## src/design/bpoe_mul.sv

```systemverilog
// Shared multiplier of the orbit elements block: unsigned 34 x 32 product
// with a sign tag, one register stage. Depends on nothing but the clock.
`timescale 1ns / 1ps
`default_nettype none

module bpoe_mul (
    input  wire logic        aclk,
    input  wire logic [33:0] op_a,
    input  wire logic [31:0] op_b,
    input  wire logic        neg,
    output logic      [65:0] prod_reg,
    output logic             neg_reg
);

    always_ff @(posedge aclk) begin
        prod_reg <= 66'(op_a) * 66'(op_b);
        neg_reg  <= neg;
    end

endmodule

`default_nettype wire

```

## config.mk

```make
export PLATFORM = sky130hd
export DESIGN_NAME = bpoe_mul
export DESIGN_NICKNAME = d
export VERILOG_FILES = /design/src/design/bpoe_mul.sv
export SDC_FILE = /design/constraint.sdc
export NUM_CORES = 2
export LEC_CHECK = 0
export ABC_AREA = 0
export BUFFER_PORTS_ARGS = -buffer_cell sky130_fd_sc_hd__buf_2
export CAP_MARGIN = 20
export CORE_ASPECT_RATIO = 1.1
export CORE_MARGIN = 1.5
export CORE_UTILIZATION = 40
export DETAILED_ROUTE_END_ITERATION = 12
export GPL_ROUTABILITY_DRIVEN = 0
export GPL_TIMING_DRIVEN = 0
export PLACE_DENSITY = 0.57
export SLEW_MARGIN = 30
export SYNTH_ARGS = -nofsm -noshare
export SYNTH_HDL_FRONTEND = slang
export SYNTH_SLANG_ARGS = --single-unit
```

## constraint.sdc

```tcl
create_clock -name aclk -period 10.4 [get_ports aclk]
set_input_delay 0.52 -clock aclk [delete_from_list [all_inputs] [get_ports aclk]]
set_output_delay 0.52 -clock aclk [all_outputs]
set_load 0.005 [all_outputs]
```

== Word level (Yosys, flattened, before mapping) ==
Cells that the tools add are included.

* Multiply operators: 1

{| class="wikitable"
|+ Operators by type and width
! operator !! count
|-
| 34-bit by 32-bit multiplier with 66-bit output || 1
|}

* Output and inout bits: 67
* Bits of input ports: 68
* Word-level logic and storage cells: 3
* Flip-flop bits (word level): 67

== Longest topological paths before layout ==
* Word-level depth: 1
* Mapped depth: 29
* Mapped depth without buffers: 27

== Worst setup path after synthesis ==
No wires, ideal clock.

* Path type: input to register
* Start point: input op_b[2]
* End point: register prod_reg[65]
* Setup time: 0.115 ns
* Stages on the path: 26
* Data arrival time: 7.567 ns
* Buffers on the path: 2
* Required time: 10.285 ns
* Path slack: 2.717 ns
* Cell sequence: clkbuf_1 clkbuf_1 nand2_1 fa_1 inv_1 fa_1 inv_1 fa_1 fa_1 inv_1 fa_1 inv_1 fa_1 inv_1 fa_1 fa_1 ha_1 a21oi_1 o21ai_0 nor2_1 a31oi_1 a21oi_1 o41a_1 o311ai_1 or4_1 and3_1

* Longest elaborated chain between the ends: 1

{| class="wikitable"
|+ Ends and longest elaborated chain
! item !! RTL line !! source
|-
| from (decl) || 9 || <nowiki>input wire logic [31:0] op_b,</nowiki>
|-
| 34-bit by 32-bit multiplier with 66-bit output || 16 || <nowiki>prod_reg <= 66'(op_a) * 66'(op_b);</nowiki>
|-
| to (signal assigned) || 16 ||
|-
| to (decl) || 11 || <nowiki>output logic [65:0] prod_reg,</nowiki>
|}

Every way passes these cells.

== Final worst setup path ==
* Start point: input op_b[4]
* End point: register prod_reg[57]

The elaborated chain is that of the path after synthesis.

==> results.json <==
{
  "outcome": "complete, no violations",
  "async_flop_share_pct": 0,
  "numCtsBuffers": 9,
  "max_freq_ghz": 0.104,
  "cts_root_buf": "clkbuf_16",
  "register_area_mm2": 0.00134,
  "cts.sinks": 67,
  "start_kind": "input port",
  "cts_max_level": 3,
  "antenna_found_initial": 14,
  "track_usage_pct": 30.3,
  "cts-resized-gates": 0,
  "syn_inst": 3990,
  "hold_buffers": 0,
  "cts_tree": "built",
  "vias": 28500,
  "drt-initial-drc-count": 2348,
  "synth_xor_area_share_pct": 1.52,
  "final-max-slew-violation-count": 0,
  "synth_cell_types": 55,
  "drtPass1Iterations": 5,
  "path_max_fanout": 10,
  "worst_pin_slew_ns": 1.14,
  "synth_compound_gate_area_share_pct": 3.90,
  "die_x_um": 290,
  "tns_ns": 0,
  "routed_wl_um": 138000,
  "syn-num-nets": 5279,
  "grt_pass1_wl_um": 199000,
  "ys_ff_latch": 67,
  "period_minus_slack_ns": 9.60,
  "crit_path_end_kind": "flip-flop",
  "grt_pass1_vias": 30100,
  "die_h_um": 319,
  "largest_register_ffs": 66,
  "dieArea_mm2": 0.0924,
  "ys_seq_area_share_pct": 3.70,
  "cp-endpoint": "prod_reg[57]",
  "portBuffers": 129,
  "drv_cap": 0,
  "avgSynthCellArea_um2": 9.08,
  "cts_max_path_buffers": 2,
  "synth-adder-area-share_pct": 62.0,
  "ant_nets": 0,
  "critPathRequiredTime_ns": 10.63,
  "hold_viol": 0,
  "critPathKind": "in -> reg",
  "io_pins": 135,
  "slew_headroom_pct": 24.0,
  "drc_errors": 0,
  "postCtsSetupBuffers": 0,
  "holdPathStages": 1,
  "multiInputGateArea_mm2": 0.0305,
  "setup_viol": 0,
  "hold_class": "in -> reg",
  "ys.flop_type": "dfxtp_1",
  "start_util_pct": 40.5,
  "synth_edf_count": 0,
  "hpwl_um": 115000,
  "synthMuxAreaShare_pct": 0.0276,
  "drive_above_1_share_pct": 4.30,
  "synth_top_family_by_area": "adder cells",
  "fill_cells": 9179,
  "syn_area_mm2": 0.0362,
  "avgRoutedWirePerCell_um": 25.9,
  "cp.arrival_ns": 9.83,
  "gr-total-overflow": 0,
  "fp.coreArea_mm2": 0.0895,
  "grt_max_degree": 12,
  "syn_to_final_growth_pct": 6.80,
  "clk_pin_slew_ns": 0.05,
  "min_period_over_period_pct": 92.3,
  "crit_start": "op_b[4]",
  "synth_warnings": 0,
  "synth-simple-area-share_pct": 16.7,
  "nets": 5423,
  "vias_per_cell": 5.36,
  "placementRows": 115,
  "rsz0062_at_grt": "no"
}
==> critical path: stages <==
cell      delay, ns
clkbuf_1       0.48
clkbuf_1       0.85
nand2_1        0.26
fa_1           0.69
inv_1          0.08
fa_1           0.48
inv_1          0.05
fa_1           0.49
fa_1           0.55
inv_1          0.05
fa_1           0.47
fa_1           0.57
fa_1           0.43
fa_1           0.60
ha_1           0.48
a21oi_1        0.10
o21ai_0        0.24
a31oi_1        0.07
a31oi_1        0.42
a21oi_1        0.37
o41a_1         0.56
nor4_1         0.60
a211oi_1       0.20
xnor2_1        0.17
==> how the worst min path moves through the flow <==
stage,from,endpoint,slack (ns)
after floorplan,neg,neg_reg,0.55
after global placement,neg,neg_reg,0.62
after detailed placement,neg,neg_reg,0.62
after CTS,neg,neg_reg,0.24
after global routing,neg,neg_reg,0.25
final,neg,neg_reg,0.27
==> layer usage <==
layer | up-vias | share of wire, % | track usage (%) | wire length (um)
met2 | 1533 | 45 | 47.6 | 62000
met4 | 9 | 9.1 | 21.6 | 12500
met5 | - | 0.061 | 0 | 84
met3 | 426 | 9.7 | 6.50 | 13300
met1 | 14700 | 36 | 37.1 | 49800
li1 | 11800 | - | - | -
==> through the flow <==
step	hold WS, ns	worst slack [ns]	cells	cell area, um^2	utilization [%]
after floorplan	0.548	2.72	3990	36200	-
after global placement	0.622	0.643	5289	38300	42.8
after detailed placement	0.624	0.631	5292	38400	42.9
after CTS	0.243	0.998	5307	38700	43.2
after global routing	0.252	0.645	5310	38700	43.2
final	0.267	0.800	5315	38700	43.2
==> cells in the mapped netlist, types with 24 or more instances <==
cell type,instances,area (um^2)
fa_1,956,19100
inv_1,938,3520
nand2_1,670,2510
and2_1,476,2980
ha_1,265,3320
clkbuf_1,225,845
a21oi_1,77,385
dfxtp_1,67,1340
xnor2_1,39,342
nor2_1,33,124
a21o_1,32,240
o21ai_0,31,155
xor2_1,24,210
==> kinds of logic after synthesis <==
family                   count (synthesis)
flip-flops                              67
adder cells (fa/ha/maj)               1221
AND/OR/NAND/NOR                       1253
multiplexers                             1
buffers and inverters                 1168
XOR/XNOR                                63
AO/OA/AOI/OAI                          217
==> cell type report <==
cell class | count | share of cell area [%]
multi-input cells | 2755 | 78.8
clock inverters | 5 | 0.0776
diodes | 7 | 0.0453
repair buffers | 133 | 1.77
clock buffers | 10 | 0.618
flip-flops and latches | 67 | 3.47
plain buffers | 230 | 2.30
well taps | 1170 | 3.78
inverters | 938 | 9.10
==> cells in the final DEF, fill, tap and decap left out, types with 7 or more instances in the layout <==
cell type and instances:
a21o_1 32, a21oi_1 77, a31oi_1 9, and2_1 476, and3_1 7, buf_2 133
clkbuf_1 208, clkbuf_16 9, clkbuf_2 18, dfxtp_1 67, diode_2 7, fa_1 956
ha_1 265, inv_1 938, nand2_1 670, nand3_1 14, nand4_1 18, nor2_1 33
nor3_1 13, o211ai_1 8, o21a_1 8, o21ai_0 31, o21bai_1 7, xnor2_1 39
xor2_1 24
Power is left out: the tool's default activity adds up to more than one toggle a clock period on the data nets, which glitch-free logic cannot reach.
