File: src/design/bpoe_pkg.sv
// Package for the binary pair orbit elements block: types, constants and
// fixed-point helper functions shared by the sequencer and its units.
// No dependencies.
`timescale 1ns / 1ps
`default_nettype none

package bpoe_pkg;

    localparam int MAX_BODIES = 16384;
    localparam logic [14:0] MAX_BODIES_LIM = 15'(MAX_BODIES);
    localparam logic [18:0] TWO_PI_Q = 19'd411775;
    localparam logic [16:0] ONE_Q = 17'd65536;
    localparam logic signed [31:0] Q_MAX = 32'sh7FFFFFFF;
    localparam logic signed [31:0] Q_MIN = 32'sh80000000;
    localparam logic [6:0] IUS_DIV_STEPS = 7'd64;
    localparam logic [6:0] IUS_SQRT_STEPS = 7'd32;

    localparam logic CFG_ONLY_BOUND = 1'b0;
    localparam logic CFG_BODY_COUNT = 1'b1;

    typedef enum logic {
        IUS_DIV,
        IUS_SQRT
    } ius_op_t;

    typedef struct packed {
        logic    start;
        ius_op_t op;
    } ius_req_t;

    typedef enum logic [1:0] {
        ACC_HOLD,
        ACC_CLR,
        ACC_LOAD,
        ACC_ADD
    } acc_op_t;

    typedef enum logic [5:0] {
        ST_IDLE,
        ST_V0, ST_V1, ST_V2, ST_V3,
        ST_R0, ST_R1, ST_R2, ST_R3, ST_R_WAIT,
        ST_W_START, ST_W_WAIT,
        ST_E_SUM,
        ST_A_START, ST_A_WAIT,
        ST_TRACK,
        ST_H0, ST_H1, ST_H2, ST_H3, ST_H4, ST_H5, ST_H6,
        ST_L0, ST_L1, ST_L2, ST_L3, ST_L_WAIT,
        ST_P_MUL, ST_P_START, ST_P_WAIT,
        ST_RAT_START, ST_RAT_WAIT,
        ST_ECC_START, ST_ECC_WAIT,
        ST_E2_MUL, ST_S_START, ST_S_WAIT,
        ST_B_MUL, ST_B_CAP,
        ST_Q_START, ST_Q_WAIT,
        ST_T_MUL, ST_SQ_START, ST_SQ_WAIT,
        ST_PER_MUL, ST_PER_CAP,
        ST_OUT
    } state_t;

    // Signed value from sign and magnitude, saturated to the Q15.16 range.
    function automatic logic signed [31:0] sat_mag(input logic neg, input logic [64:0] mag);
        logic signed [31:0] r;
        if (neg) begin
            if (mag > 65'h80000000) r = Q_MIN;
            else r = -$signed(mag[31:0]);
        end else begin
            if (mag > 65'h7FFFFFFF) r = Q_MAX;
            else r = $signed(mag[31:0]);
        end
        return r;
    endfunction

    function automatic logic [30:0] umin31(input logic [64:0] v);
        logic [30:0] r;
        if (v > 65'h7FFFFFFF) r = 31'h7FFFFFFF;
        else r = v[30:0];
        return r;
    endfunction

    function automatic logic [31:0] abs32(input logic signed [31:0] v);
        logic [31:0] r;
        if (v[31]) r = 32'(-v);
        else r = 32'(v);
        return r;
    endfunction

endpackage

`default_nettype wire

File: src/design/bpoe_ius.sv
// Iterative shared unit: restoring divider (one quotient bit a cycle) and
// digit-by-digit square root (one root bit a cycle). Uses bpoe_pkg.
`timescale 1ns / 1ps
`default_nettype none

module bpoe_ius (
    input  wire logic              aclk,
    input  wire logic              aresetn,
    input  wire bpoe_pkg::ius_req_t req,
    input  wire logic [63:0]       num,
    input  wire logic [32:0]       den,
    output logic                   done_reg,
    output logic [63:0]            res
);

    logic              busy_reg;
    bpoe_pkg::ius_op_t op_reg;
    logic [6:0]        cnt_reg;
    logic [63:0]       work_reg;
    logic [31:0]       root_reg;
    logic [33:0]       rem_reg;
    logic [32:0]       den_reg;
    logic [35:0]       x;
    logic [35:0]       y;
    logic [36:0]       diff;
    logic              ge;

    always_comb begin
        if (op_reg == bpoe_pkg::IUS_DIV) begin
            x = {1'b0, rem_reg, work_reg[63]};
            y = {3'b000, den_reg};
        end else begin
            x = {rem_reg, work_reg[63:62]};
            y = {2'b00, root_reg, 2'b01};
        end
        diff = {1'b0, x} - {1'b0, y};
        ge = !diff[36];
        res = (op_reg == bpoe_pkg::IUS_DIV) ? work_reg : {32'd0, root_reg};
    end

    always_ff @(posedge aclk) begin
        if (!aresetn) begin
            busy_reg <= 1'b0;
            done_reg <= 1'b0;
            cnt_reg  <= '0;
            op_reg   <= bpoe_pkg::IUS_DIV;
        end else begin
            done_reg <= 1'b0;
            if (req.start) begin
                busy_reg <= 1'b1;
                op_reg   <= req.op;
                cnt_reg  <= (req.op == bpoe_pkg::IUS_DIV) ? bpoe_pkg::IUS_DIV_STEPS
                                                          : bpoe_pkg::IUS_SQRT_STEPS;
            end else if (busy_reg) begin
                cnt_reg <= cnt_reg - 7'd1;
                if (cnt_reg == 7'd1) begin
                    busy_reg <= 1'b0;
                    done_reg <= 1'b1;
                end
            end
        end
    end

    always_ff @(posedge aclk) begin
        if (req.start) begin
            work_reg <= num;
            root_reg <= '0;
            rem_reg  <= '0;
            den_reg  <= den;
        end else if (busy_reg) begin
            rem_reg <= ge ? diff[33:0] : x[33:0];
            if (op_reg == bpoe_pkg::IUS_DIV) begin
                work_reg <= {work_reg[62:0], ge};
            end else begin
                work_reg <= {work_reg[61:0], 2'b00};
                root_reg <= {root_reg[30:0], ge};
            end
        end
    end

endmodule

`default_nettype wire

File: config.mk
export PLATFORM = sky130hd
export DESIGN_NAME = bpoe_ius
export DESIGN_NICKNAME = d
export VERILOG_FILES = /design/src/design/bpoe_pkg.sv /design/src/design/bpoe_ius.sv
export SDC_FILE = /design/constraint.sdc
export NUM_CORES = 1
export LEC_CHECK = 0
export ABC_CLOCK_PERIOD_IN_PS = 4420
export BUFFER_PORTS_ARGS = -buffer_cell sky130_fd_sc_hd__buf_2
export CAP_MARGIN = 30
export CORE_UTILIZATION = 52
export CTS_CLUSTER_DIAMETER = 80
export DETAILED_ROUTE_END_ITERATION = 10
export GPL_ROUTABILITY_DRIVEN = 0
export HOLD_SLACK_MARGIN = 0.03
export PLACE_DENSITY_LB_ADDON = 0.12
export SLEW_MARGIN = 15
export SYNTH_ARGS = -nofsm -noshare
export SYNTH_HDL_FRONTEND = slang
export SYNTH_SLANG_ARGS = --single-unit
export TNS_END_PERCENT = 10
File: constraint.sdc
create_clock -name aclk -period 4.42 [get_ports aclk]
set_input_delay 0.663 -clock aclk [delete_from_list [all_inputs] [get_ports aclk]]
set_output_delay 0.663 -clock aclk [all_outputs]
set_load 0.01 [all_outputs]
## Word-level counts from Yosys, hierarchy flattened

Cells that the tools add are included.

| cells by class | value |
|---|---|
| multipliers | 0 |
| shifts and indexed selects | 0 |
| bitwise operators | 2 |
| mux-type cells | 14 |
| reductions and logical operators | 4 |
| magnitude comparators | 0 |
| add/sub/neg operators | 2 |
| eq/ne operators | 1 |
| div/mod/pow operators | 0 |

Operator list:

| cell | count |
|---|---|
| 2-to-1 mux 64 bit | 4 |
| 2-to-1 mux 34 bit | 2 |
| subtractor 36 x 36 -> 37 bit | 1 |
| 2-to-1 mux 36 bit | 1 |
| 2-to-1 mux 7 bit | 3 |
| == test 7 x 1 -> 1 bit (second input constant) | 1 |
| subtractor 7 x 1 -> 7 bit (second input constant) | 1 |
| 2-to-1 mux 1 bit | 4 |
| OR reduction 3 bit | 1 |
| NOT 1 bit | 2 |
| AND reduction 2 bit | 1 |
| nonzero test 2 bit | 1 |
| zero test 1 bit | 1 |

| storage, ports and cells | value |
|---|---|
| ROM bits | 0 |
| word-level logic and storage cells | 31 |
| input bits | 101 |
| RAM bits | 0 |
| memories kept | 0 |
| bits in latches | 0 |
| output and inout bits | 65 |
| register bits after elaboration | 173 |

## Depth between registers and ports, before layout

| logic depth | value |
|---|---|
| depth after elaboration | 6 |
| gate-level depth with buffers | 19 |
| gate-level depth less buffers | 15 |

## Worst setup path after synthesis

OpenSTA, ideal clock, no wires.

| timing | value |
|---|---|
| kind | register to register |
| from | register op_reg |
| to | register rem_reg[15] |
| buffers on the path | 5 |
| library setup time | 128 ps |
| setup slack | 123 ps |
| clock period less this slack | 4,297 ps |
| stages on the path, launching flop included | 18 |
| data required time | 4,292 ps |
| arrival | 4,169 ps |
| cells stage by stage | dfxtp_1 -> clkbuf_1 -> clkbuf_1 -> clkbuf_1 -> buf_1 -> mux2i_1 -> ha_1 -> and3_1 -> a221oi_2 -> o21ai_2 -> a21oi_2 -> or3_4 -> a211oi_4 -> or2_4 -> buf_12 -> mux2_2 -> mux2i_1 -> nor2_1 |

| between the ends | value |
|---|---|
| word-level cells in the longest chain between the ends | 3 |
| elaborated cells between the ends (all ways) | 4 |
| classes of those cells | 1 x add/sub; 3 x mux |

Ends and longest elaborated chain:

| element | RTL line | text |
|---|---|---|
| start, declared | bpoe_ius.sv:17 | `bpoe_pkg::ius_op_t op_reg;` |
| start signal, assigned | bpoe_ius.sv:46 | `op_reg <= bpoe_pkg::IUS_DIV;` |
| start signal, assigned | bpoe_ius.sv:51 | `op_reg <= req.op;` |
| 2-to-1 mux 36 bit or 2-to-1 mux 34 bit (tied branches) | bpoe_ius.sv:29 | `if (op_reg == bpoe_pkg::IUS_DIV) begin` |
| subtractor 36 x 36 -> 37 bit | bpoe_ius.sv:36 | `diff = {1'b0, x} - {1'b0, y};` |
| 2-to-1 mux 34 bit * | bpoe_ius.sv:71 | `rem_reg <= ge ? diff[33:0] : x[33:0];` |
| end signal, assigned | bpoe_ius.sv:71 |  |
| end, declared | bpoe_ius.sv:21 | `logic [33:0] rem_reg;` |

Every way passes the cells marked *; elsewhere a longest branch is shown, timed or not.
A chain may end at the register's enable or synchronous reset.

## Worst setup path in the final report

Ends and elaborated chain as after synthesis.

==> flow_metrics.env <==
export IMPL_status="complete, no violations"
export IMPL_grt_overflow_total=0
export IMPL_hold_worst_slack_ns=0.404
export IMPL_whs_path_depth=1
export IMPL_die_x_um=141
export IMPL_cts_num_sinks=173
export IMPL_wl_um=24500
export IMPL_layout_commonest_cell="nand2_1"
export IMPL_grt_pass1_wl_um=37900
export IMPL_first_iter_violations=476
export IMPL_antenna_found_initial=0
export IMPL_p_per_area_nw_per_um2=406
export IMPL_fmax_mhz=252
export IMPL_final_nets=1335
export IMPL_r2r_start="op_reg"
export IMPL_cp_required_ns=4.71
export IMPL_rr_endpoint="rem_reg[15]"
export IMPL_end_kind="register"
export IMPL_syn_inst=1061
export IMPL_drc=0
export IMPL_reg2reg_depth=13
export IMPL_relSlewSlack=0.403
export IMPL_synthToLayoutAreaGrowth_pct=16.4
export IMPL_grt_pass1_vias=7587
export IMPL_min_period_ns=3.96
export IMPL_synthFlopType="edfxtp_1"
export IMPL_vias=8094
export IMPL_ys_seq_area_frac=0.440
export IMPL_first_pass_iters=5
export IMPL_drt_wirelength_per_cell_um=16.6
export IMPL_setup_tns_ns=0
export IMPL_worstHoldStart="den[12]"
export IMPL_reg2reg_slack_ns=0.46
export IMPL_synth_cell_types=59
export IMPL_yosys_warnings=0
export IMPL_grt_start_max_net_pins=99
export IMPL_min_path_type="input port to register"
export IMPL_antenna_diode_count=0
export IMPL_syn_num_nets=1199
export IMPL_hold_violations=0
export IMPL_fin_crit_sh=0.896
export IMPL_drive_gt1_frac=0.242
export IMPL_place_hpwl_um=17400
export IMPL_grt_usage=0.244
export IMPL_cts_tree="yes"
export IMPL_cts_resized=0
export IMPL_clock_skew_ns=0.0111
export IMPL_clockRootBuffer="clkbuf_16"
export IMPL_clkTransAtPathRegs_ns=0.07
export IMPL_fin_ws_ns=0.459
export IMPL_grtUsageMet2=0.438
export IMPL_ant_nets=0
export IMPL_critPathArrivalTime_ns=4.25
export IMPL_grtUsageMet1=0.292
export IMPL_startpoint="op_reg"
export IMPL_p_total_mw=4.76
export IMPL_die_height_um=141
export IMPL_start_kind="register"
export IMPL_final_max_slew_viol_count=0
export IMPL_cts_made_buffers=17
export IMPL_worst_pin_slew_ns=0.895
export IMPL_crit_fanout=21
export IMPL_synthArstFlopShare=0
export IMPL_clock_latency_ns=0.43
export IMPL_core_rowCount=50
export IMPL_avgSynthCellArea_um2=9.49
export IMPL_synth_seq_cells=173
export IMPL_layout_common_cells="nand2_1 (178), buf_2 (164), a21oi_1 (107), edfxtp_1 (97), o21ai_0 (84)"
export IMPL_start_util=0.535
export IMPL_busiest_layer="met2"
export IMPL_core_area_um2=18800
export IMPL_largest_reg_flops=64
export IMPL_grt_setup_unrepaired="no"
export IMPL_cts_htree_levels=4
export IMPL_worstSetupPathType="register to register"
export IMPL_synth_area_um2=10100
export IMPL_portBuffers=165
export IMPL_ir_worst_vdd_v=0.000278
export IMPL_holdPathEnd="den_reg[12]"
export IMPL_dieArea_um2=19900
export IMPL_setup_violations=0
export IMPL_post_place_ws_ns=0.374
export IMPL_power_leakage_nw=4.74
export IMPL_detail_route_vias_per_cell=5.51
export IMPL_drv_cap=0
export IMPL_io_pins=166
export IMPL_clock_path_buffers=2
export IMPL_synth_edf_count=97
export IMPL_met3_usage=0.0503
## what timing repair did
item | CTS | global route
buffers inserted | 0 | 1
setup endpoints to repair | 0 | 1
hold buffers | 0 | 0
## power by group
group | leakage (nW) | switching [mW] | internal, mW
sequential | 1.60 | 0.0892 | 1.86
clock | 0.282 | 0.660 | 0.822
combinational | 2.85 | 0.758 | 0.575
## area by class of cell
cell class                 count  area (um2)
fill                        1584        7110
multi-input combinational    811        5320
sequential                   173        4440
timing repair buffer         182        1010
clock buffer                  20         457
tap                          260         325
clock inverter                12         125
inverter                      12        45.0
## metal layers
metal | vias up | wire length [um] | part of all wire
met4 | 0 | 465 | 0.019
met5 | - | 0 | 0
met1 | 3731 | 10600 | 0.43
met2 | 230 | 12300 | 0.50
met3 | 32 | 1100 | 0.045
li1 | 4101 | - | -
## kinds of logic (layout without fill, tap and decap cells)
kind of cell	count (synthesis)	count (layout)	share of synthesized area
buf+inv	77	226	0.0318
fa+ha+maj	37	37	0.0467
xor+xnor	31	31	0.0270
compound gates	275	275	0.163
flops	173	173	0.440
mux	141	141	0.148
simple gates	327	327	0.143
## through the flow
| stage | util | std cells | cell area (um2) |
|---|---|---|---|
| floorplan | - | 1061 | 10100 |
| global placement | 0.589 | 1436 | 11100 |
| detailed placement | 0.590 | 1437 | 11100 |
| CTS | 0.621 | 1469 | 11700 |
| global route | 0.622 | 1470 | 11700 |
| finish | 0.622 | 1470 | 11700 |
## synthesized netlist by cell type, types with 2 or more instances
cell,instances,share of area
xor2_1,13,0.011
nand2_1,178,0.066
o211ai_1,5,0.0037
clkbuf_1,55,0.020
ha_1,36,0.045
nand3_1,9,0.0045
mux2i_1,75,0.075
nand2b_1,8,0.0050
a221oi_1,3,0.0026
a21oi_1,107,0.053
o221ai_1,2,0.0017
buf_2,3,0.0015
a211oi_1,27,0.020
or3_1,3,0.0019
edfxtp_1,97,0.29
nor2b_1,34,0.021
dfxtp_1,76,0.15
o211a_1,3,0.0030
nor3_1,7,0.0035
a31oi_1,5,0.0031
a311oi_1,2,0.0017
a21o_1,11,0.0082
buf_1,4,0.0015
and2_1,5,0.0031
o21bai_1,4,0.0030
xnor2_1,18,0.016
o21a_1,3,0.0022
inv_1,12,0.0045
nand3b_1,2,0.0015
o21ai_0,84,0.042
a21boi_0,3,0.0022
or2_2,3,0.0019
and3_1,7,0.0043
mux2_2,66,0.074
nor2_1,64,0.024
a2bb2oi_1,2,0.0017
a2111o_1,3,0.0034
## worst max-delay path, cell delays in order (launching register included)
cell	delay [ns]
dfxtp_4	0.57
buf_4	0.32
mux2_2	0.39
ha_1	0.38
a21oi_1	0.12
o21ai_0	0.34
a211oi_1	0.13
nand2_1	0.14
a32oi_2	0.16
a211oi_4	0.32
or2_4	0.40
mux2_2	0.37
mux2i_1	0.13
nor2_1	0.05
## worst max path at each step
stage | cells past startpoint | endpoint | slack (ns)
global placement | 13 | rem_reg[33] | 0.41
detailed placement | 12 | rem_reg[15] | 0.37
CTS | 13 | rem_reg[15] | 0.32
global route | 13 | rem_reg[33] | 0.16
finish | 13 | rem_reg[15] | 0.46
floorplan | 17 | rem_reg[15] | 0.12
(Power assumes the default switching activity.)
